## src/u16u8_pkg.sv

```systemverilog
`timescale 1ns / 1ps
// Shared types, constants and byte encoding functions for the UTF-16 to UTF-8 transcoder.
// Used by the front, queue, back and top-level modules; depends on nothing else.
package u16u8_pkg;

	localparam int QUEUE_DEPTH = 4;
	localparam int QUEUE_AW    = $clog2(QUEUE_DEPTH);

	localparam logic [15:0] SURR_HIGH_LO = 16'hD800;
	localparam logic [15:0] SURR_LOW_LO  = 16'hDC00;
	localparam logic [15:0] SURR_END     = 16'hE000;
	localparam logic [20:0] SUPP_BASE    = 21'h10000;
	localparam logic [5:0]  HIGH_PREFIX  = 6'b110110;

	// Sequence length codes (byte count minus one)
	localparam logic [1:0] LEN1 = 2'd0;
	localparam logic [1:0] LEN2 = 2'd1;
	localparam logic [1:0] LEN3 = 2'd2;
	localparam logic [1:0] LEN4 = 2'd3;

	// Work for the back end: an optional lone high surrogate (3 bytes), then
	// an optional code point of 1 to 4 bytes.
	typedef struct packed {
		logic        has_lone;
		logic [9:0]  lone_bits;
		logic        has_main;
		logic [20:0] main_cp;
	} job_t;

	function automatic logic [1:0] cp_len(input logic [20:0] cp);
		logic [1:0] len;
		if (cp < 21'h80)
			len = LEN1;
		else if (cp < 21'h800)
			len = LEN2;
		else if (cp < SUPP_BASE)
			len = LEN3;
		else
			len = LEN4;
		return len;
	endfunction

	function automatic logic [7:0] enc_byte(input logic [20:0] cp, input logic [1:0] len,
	                                        input logic [1:0] idx);
		logic [7:0] b;
		b = 8'h00;
		unique case (len)
			LEN1: b = cp[7:0];
			LEN2: begin
				if (idx == 2'd0)
					b = {3'b110, cp[10:6]};
				else
					b = {2'b10, cp[5:0]};
			end
			LEN3: begin
				unique case (idx)
					2'd0:    b = {4'b1110, cp[15:12]};
					2'd1:    b = {2'b10, cp[11:6]};
					default: b = {2'b10, cp[5:0]};
				endcase
			end
			default: begin
				unique case (idx)
					2'd0:    b = {5'b11110, cp[20:18]};
					2'd1:    b = {2'b10, cp[17:12]};
					2'd2:    b = {2'b10, cp[11:6]};
					default: b = {2'b10, cp[5:0]};
				endcase
			end
		endcase
		return b;
	endfunction

endpackage

```

## src/u16u8_front.sv

```systemverilog
`timescale 1ns / 1ps
// Front end: accepts UTF-16 code units, pairs surrogates and pushes encoding jobs.
// Depends on u16u8_pkg.
module u16u8_front (
	input  logic               clk,
	input  logic               arst_n,
	input  logic               in_valid,
	output logic               in_ready,
	input  logic [15:0]        code_unit,
	input  logic               end_of_text,
	input  logic               q_full,
	output logic               push,
	output u16u8_pkg::job_t    push_job
);
	import u16u8_pkg::*;

	logic [9:0] held_q;
	logic       held_valid_q;
	logic       is_high;
	logic       is_low;
	logic       accept;
	logic       hold_new;
	job_t       job;

	assign is_high  = (code_unit >= SURR_HIGH_LO) && (code_unit < SURR_LOW_LO);
	assign is_low   = (code_unit >= SURR_LOW_LO) && (code_unit < SURR_END);
	assign in_ready = !q_full;
	assign accept   = in_valid && in_ready;
	assign hold_new = is_high && !end_of_text && !(held_valid_q && is_low);

	always_comb begin
		job           = '0;
		job.lone_bits = held_q;
		if (held_valid_q && is_low) begin
			job.has_main = 1'b1;
			job.main_cp  = SUPP_BASE + {1'b0, held_q, code_unit[9:0]};
		end else begin
			job.has_lone = held_valid_q;
			job.has_main = !hold_new;
			job.main_cp  = {5'd0, code_unit};
		end
	end

	assign push     = accept && (job.has_lone || job.has_main);
	assign push_job = job;

	always_ff @(posedge clk or negedge arst_n) begin
		if (!arst_n) begin
			held_q       <= '0;
			held_valid_q <= 1'b0;
		end else if (accept) begin
			held_valid_q <= hold_new;
			held_q       <= hold_new ? code_unit[9:0] : 10'd0;
		end
	end

endmodule

```

## src/u16u8_queue.sv

```systemverilog
`timescale 1ns / 1ps
// Short job queue between the front and back ends, built from flip-flops.
// Depends on u16u8_pkg.
module u16u8_queue (
	input  logic               clk,
	input  logic               arst_n,
	input  logic               push,
	input  u16u8_pkg::job_t    push_job,
	output logic               full,
	input  logic               pop,
	output logic               empty,
	output u16u8_pkg::job_t    head
);
	import u16u8_pkg::*;

	job_t                ent_q [QUEUE_DEPTH];
	logic [QUEUE_AW-1:0] wr_ptr_q;
	logic [QUEUE_AW-1:0] rd_ptr_q;
	logic [QUEUE_AW:0]   count_q;

	assign full  = count_q == QUEUE_AW'(0) + (QUEUE_AW+1)'(QUEUE_DEPTH);
	assign empty = count_q == '0;
	assign head  = ent_q[rd_ptr_q];

	always_ff @(posedge clk) begin
		if (push)
			ent_q[wr_ptr_q] <= push_job;
	end

	always_ff @(posedge clk or negedge arst_n) begin
		if (!arst_n) begin
			wr_ptr_q <= '0;
			rd_ptr_q <= '0;
			count_q  <= '0;
		end else begin
			if (push)
				wr_ptr_q <= wr_ptr_q + 1'b1;
			if (pop)
				rd_ptr_q <= rd_ptr_q + 1'b1;
			if (push && !pop)
				count_q <= count_q + 1'b1;
			else if (pop && !push)
				count_q <= count_q - 1'b1;
		end
	end

endmodule

```

## src/u16u8_back.sv

```systemverilog
`timescale 1ns / 1ps
// Back end: walks the head job byte by byte into a registered output stage.
// Depends on u16u8_pkg.
module u16u8_back (
	input  logic               clk,
	input  logic               arst_n,
	input  logic               empty,
	input  u16u8_pkg::job_t    head,
	output logic               pop,
	output logic               out_valid,
	input  logic               out_ready,
	output logic [7:0]         out_byte,
	output logic               last_of_run
);
	import u16u8_pkg::*;

	logic        phase_q;
	logic [1:0]  idx_q;
	logic        out_valid_q;
	logic [7:0]  byte_q;
	logic        last_q;
	logic        seg_lone;
	logic [20:0] cp;
	logic [1:0]  len;
	logic        seg_end;
	logic        job_last;
	logic        step;

	// The lone high surrogate goes first, when the job has one
	assign seg_lone = !phase_q && head.has_lone;
	assign cp       = seg_lone ? {5'd0, HIGH_PREFIX, head.lone_bits} : head.main_cp;
	assign len      = seg_lone ? LEN3 : cp_len(cp);
	assign seg_end  = idx_q == len;
	assign job_last = seg_end && (!seg_lone || !head.has_main);
	assign step     = !empty && (!out_valid_q || out_ready);
	assign pop      = step && job_last;

	always_ff @(posedge clk) begin
		if (step) begin
			byte_q <= enc_byte(cp, len, idx_q);
			last_q <= job_last;
		end
	end

	always_ff @(posedge clk or negedge arst_n) begin
		if (!arst_n) begin
			phase_q     <= 1'b0;
			idx_q       <= '0;
			out_valid_q <= 1'b0;
		end else begin
			if (step)
				out_valid_q <= 1'b1;
			else if (out_ready)
				out_valid_q <= 1'b0;
			if (step) begin
				if (job_last) begin
					phase_q <= 1'b0;
					idx_q   <= '0;
				end else if (seg_end) begin
					phase_q <= 1'b1;
					idx_q   <= '0;
				end else begin
					idx_q <= idx_q + 1'b1;
				end
			end
		end
	end

	assign out_valid   = out_valid_q;
	assign out_byte    = byte_q;
	assign last_of_run = last_q;

endmodule

```

## src/utf16_to_utf8_transcoder.sv

```systemverilog
`timescale 1ns / 1ps
// UTF-16 to UTF-8 (WTF-8) transcoder top level: front end, job queue, back end.
// Depends on u16u8_pkg, u16u8_front, u16u8_queue and u16u8_back.

// One UTF-16 code unit enters per request on the s_ side, with s_tlast marking
// the end of the text; surrogate pairs become 4-byte sequences and unpaired
// surrogates 3-byte sequences. Bytes leave one per cycle on the m_ side while
// m_tready is high, m_tlast set on the final byte caused by each input unit. A
// unit that completes a pair or stands alone gives 1 to 4 bytes, one that
// flushes a held surrogate up to 6; a held high surrogate gives no bytes. The
// single byte output lane sets the sustained rate. A 4-entry job queue lets
// the input run ahead while output is stalled.
module utf16_to_utf8_transcoder (
	input  logic        clk,
	input  logic        arst_n,
	input  logic        s_tvalid,
	output logic        s_tready,
	input  logic [15:0] s_tdata,   // [15:0] code_unit
	input  logic        s_tlast,   // end_of_text
	output logic        m_tvalid,
	input  logic        m_tready,
	output logic [7:0]  m_tdata,   // [7:0] out_byte
	output logic        m_tlast    // last_of_run
);
	import u16u8_pkg::*;

	logic push;
	logic pop;
	logic q_full;
	logic q_empty;
	job_t push_job;
	job_t head;

	u16u8_front u_front (
		.clk         (clk),
		.arst_n      (arst_n),
		.in_valid    (s_tvalid),
		.in_ready    (s_tready),
		.code_unit   (s_tdata),
		.end_of_text (s_tlast),
		.q_full      (q_full),
		.push        (push),
		.push_job    (push_job)
	);

	u16u8_queue u_queue (
		.clk      (clk),
		.arst_n   (arst_n),
		.push     (push),
		.push_job (push_job),
		.full     (q_full),
		.pop      (pop),
		.empty    (q_empty),
		.head     (head)
	);

	u16u8_back u_back (
		.clk         (clk),
		.arst_n      (arst_n),
		.empty       (q_empty),
		.head        (head),
		.pop         (pop),
		.out_valid   (m_tvalid),
		.out_ready   (m_tready),
		.out_byte    (m_tdata),
		.last_of_run (m_tlast)
	);

endmodule
```

## config.mk

```make
export PLATFORM = sky130hd
export DESIGN_NAME = utf16_to_utf8_transcoder
export DESIGN_NICKNAME = d
export VERILOG_FILES = /design/src/u16u8_pkg.sv /design/src/u16u8_front.sv /design/src/u16u8_queue.sv /design/src/u16u8_back.sv /design/src/utf16_to_utf8_transcoder.sv
export SDC_FILE = /design/constraint.sdc
export NUM_CORES = 1
export LEC_CHECK = 0
export ABC_AREA = 1
export BUFFER_PORTS_ARGS = -buffer_cell sky130_fd_sc_hd__buf_4
export CORE_MARGIN = 2
export CORE_UTILIZATION = 55
export DETAILED_ROUTE_END_ITERATION = 7
export PLACE_DENSITY = 0.74
export SYNTH_ARGS = -nofsm -noshare
export SYNTH_HDL_FRONTEND = slang
export SYNTH_SLANG_ARGS = --single-unit
```

## constraint.sdc

```tcl
create_clock -name clk -period 4.7 [get_ports clk]
set_clock_uncertainty 0.2 [all_clocks]
set_input_delay 0.47 -clock clk [delete_from_list [all_inputs] [get_ports clk]]
set_output_delay 0.47 -clock clk [all_outputs]
set_load 0.01 [all_outputs]
```

==> impl_metrics.py <==
metrics = {
    "status": {
        "status": "finished clean",
    },
    "setup_path": {
        "crit_path_start_kind": "flip-flop",
        "crit_family": "simple AND/OR/NAND/NOR gates",
        "crit_path_top_delay_cell": "dfrtp_2",
        "path_max_fanout": 58,
        "path_depth": 20,
        "startpoint": "u_queue.rd_ptr_q[0]$_DFFE_PN0P_",
        "cpPeakStageDelay_ns": 0.62,
        "r2r_setup_slack_ns": 0.70,
        "r2r_end": "u_back.out_byte[3]$_DFFE_PP_",
        "worstSetupPathType": "reg -> reg",
        "critical_path_buf_inv_count": 4,
        "crit_end": "u_back.out_byte[3]$_DFFE_PP_",
        "worstRegToRegCells": 20,
        "crit_required_ns": 4.66,
        "worstPathArrival_ns": 3.97,
        "cp-end-kind": "flip-flop",
        "cp_common_cell": "nand3_1",
        "reg2reg_from": "u_queue.rd_ptr_q[0]$_DFFE_PN0P_",
        "crit_chain": "inv_4 -> nand2_1 -> nand3_1 -> nand2_2 -> nand2_1 -> buf_4 -> nand2_1 -> nand3_1 -> nor2_1 -> nand2_2 -> nand2_2 -> inv_1 -> ha_1 -> a21oi_1 -> inv_1 -> a31oi_1 -> nor2_1 -> o21bai_1 -> nand3_1 -> nand3_1",
    },
    "yosys": {
        "syn_avg_cell_area_um2": 10.7,
        "synth_edf_count": 141,
        "synth_common_cells": "nand2_1 (160), edfxtp_1 (141), inv_1 (66)",
        "synth.most_common_cell": "nand2_1",
        "synth_area_leaders": "edfxtp_1 (58%), nand2_1 (8.2%), dfrtp_1 (7.5%)",
        "yosysWarnings": 0,
        "synth-seq-area-share_pct": 65.2,
        "syn_inst": 688,
        "ys.flop_type": "edfxtp_1",
        "ys_seq_elements": 163,
        "async_flop_share_pct": 13.5,
        "synth_top_area_share_pct": 57.7,
        "synth_area_um2": 7340,
        "synth_cell_types": 44,
        "synth_area_leader_cell": "edfxtp_1",
        "syn_nets": 725,
    },
    "routing": {
        "post_drt_wl_per_cell_um": 18.6,
        "vias_per_cell": 5.70,
        "vias": 5201,
        "drcViolationCount": 0,
        "drt-initial-drc-count": 623,
        "drtAntennaViolNets": 0,
        "wl_um": 17000,
        "dr.pass1.iters": 5,
    },
    "cells_and_area": {
        "fin_nets": 760,
        "layout-drive-gt1-share_pct": 12.6,
        "syn2layout_area_growth_pct": 14.4,
        "antenna_cells": 0,
    },
    "power_and_ir_drop": {
        "cellPowerDensity_nw_per_um2": 671,
        "p_leak_uw": 0.00336,
        "irDropWorstVdd_mv": 0.351,
    },
    "timing": {
        "setup_tns_ns": 0,
        "post-route-period-util_pct": 85.2,
        "slew_viol_final": 0,
        "fmax_mhz": 250,
        "hold_viol": 0,
        "max_slew_margin_pct": 30.5,
        "postLayoutSetupSlackWorst_ns": 0.697,
        "fin_crit_ns": 4.00,
        "rsz0062_at_grt": "false",
        "setup_viol": 0,
        "worst_pin_slew_ns": 1.04,
    },
    "cts": {
        "insertion_delay_ns": 0.43,
        "holdBufCountCts": 1,
        "cts_root_buf": "clkbuf_16",
        "cts_tree": "built",
        "htreeDepth": 4,
        "cts.path.max_buffers": 2,
        "cts.sinks": 163,
        "post_cts_resized": 0,
        "clk_pin_slew_worst_paths_ns": 0.06,
        "post_cts_buffers": 0,
        "numCtsBuffers": 17,
    },
    "global_routing": {
        "grt_pass1_wl_um": 26700,
        "grt_pass1_vias": 4945,
        "antenna_found_initial": 0,
        "grt_max_degree": 59,
        "grt_overflow": 0,
        "track_usage_pct": 24.9,
    },
    "floorplan": {
        "dieHeight_um": 120,
        "die_area_um2": 14300,
        "io_pins": 32,
        "core_um2": 13100,
        "chipWidth_um": 120,
        "rows": 42,
        "start_util_pct": 55.9,
    },
    "placement": {
        "gp_congestion": 0.951,
        "hpwl_um": 10700,
        "dp_slack_ns": 0.754,
        "io_buffer_count": 31,
    },
    "flow_run": {
        "drv_cap": 0,
    },
    "worst_hold_path": {
        "hold_class": "in -> reg",
        "holdPathStages": 2,
    },
}
## worst min path at each step
stage / start / to / slack (ns)
2_1_floorplan: arst_n / u_back.idx_q[0]$_DFFE_PN0P_ / -0.03
3_3_place_gp: arst_n / u_front.held_q[9]$_DFFE_PN0P_ / 0.22
3_5_place_dp: arst_n / u_front.held_q[6]$_DFFE_PN0P_ / 0.22
4_1_cts: m_tready / u_back.out_valid$_DFFE_PN0P_ / 0.03
5_1_grt: s_tdata[0] / u_queue.ent_q[0][0]$_DFFE_PP_ / 0.04
6_report: m_tready / u_back.out_valid$_DFFE_PN0P_ / 0.04
## routing by layer
metal / vias up / wire length (um) / global-route usage (%)
met4: 0 / 370 / 9.12
li1: 2435 / - / -
met3: 35 / 1270 / 5.13
met2: 245 / 8070 / 39.6
met5: - / 0 / 0
met1: 2486 / 7280 / 34.3
## layout make-up
class                   count  area (um2)
inverters                  70         265
well taps                 176         220
clock buffers              18         439
clock inverters            14         180
fillers                  1000        4740
multi-input cells         428        2180
repair buffers             43         325
flip-flops and latches    163        4790
## cell usage in the layout, fill, tap and decap left out, types with 8 or more instances in the layout
master     synthesis  layout
nand2_1          160     160
edfxtp_1         141     141
inv_1             66      66
nor2_1            65      61
o21ai_0           57      57
nand3_1           49      49
buf_4              2      42
dfrtp_1           22      21
clkbuf_16          0      17
o22ai_1           15      15
ha_1              15      15
a21oi_1           12      12
o21ai_1            8       8
## worst reg2reg max path, delay by kind of cell (launching register included)
family,cells,cell delay (ns)
AND/OR/NAND/NOR,12,1.43
adder cells (fa/ha/maj),1,0.22
buffers and inverters,4,0.73
flip-flops,1,0.62
AO/OA/AOI/OAI,3,0.54
## power breakdown
part | switching [uW] | total, uW | internal, uW
registers | 125 | 2080 | 1950
logic | 1490 | 2130 | 637
clock network | 571 | 1430 | 856
total | 2190 | 5630 | 3450
## sequential cells by signal, summed over array words and instances, names as in the netlist, 2 cells and up
| register | count |
|---|---|
| u_back.out_byte | 8 |
| u_queue.rd_ptr_q | 2 |
| u_queue.ent_q | 132 |
| u_back.idx_q | 2 |
| u_front.held_q | 10 |
| u_queue.wr_ptr_q | 2 |
| u_queue.count_q | 3 |
## metrics by stage
stage | instance area [um2] | utilization, % | total power [uW] | std cells | hold slack (ns)
CTS | 8390 | 63.9 | 5630 | 912 | 0.0275
detailed placement | 7760 | 59.1 | 4200 | 879 | 0.223
global placement | 7760 | 59.1 | 4180 | 879 | 0.218
finish | 8390 | 63.9 | 5630 | 912 | 0.0393
global route | 8390 | 63.9 | 5970 | 912 | 0.0363
floorplan | 7340 | - | 3550 | 688 | -0.0256
## kinds of logic after synthesis
kind of cell	after synthesis	share of synthesized area, %
buf+inv	97	5.61
fa+ha+maj	16	2.83
flops	163	65.2
compound gates	113	8.88
simple gates	291	16.5
mux	2	0.273
xor+xnor	6	0.716
No activity file was read; power rests on OpenSTA's default activity.
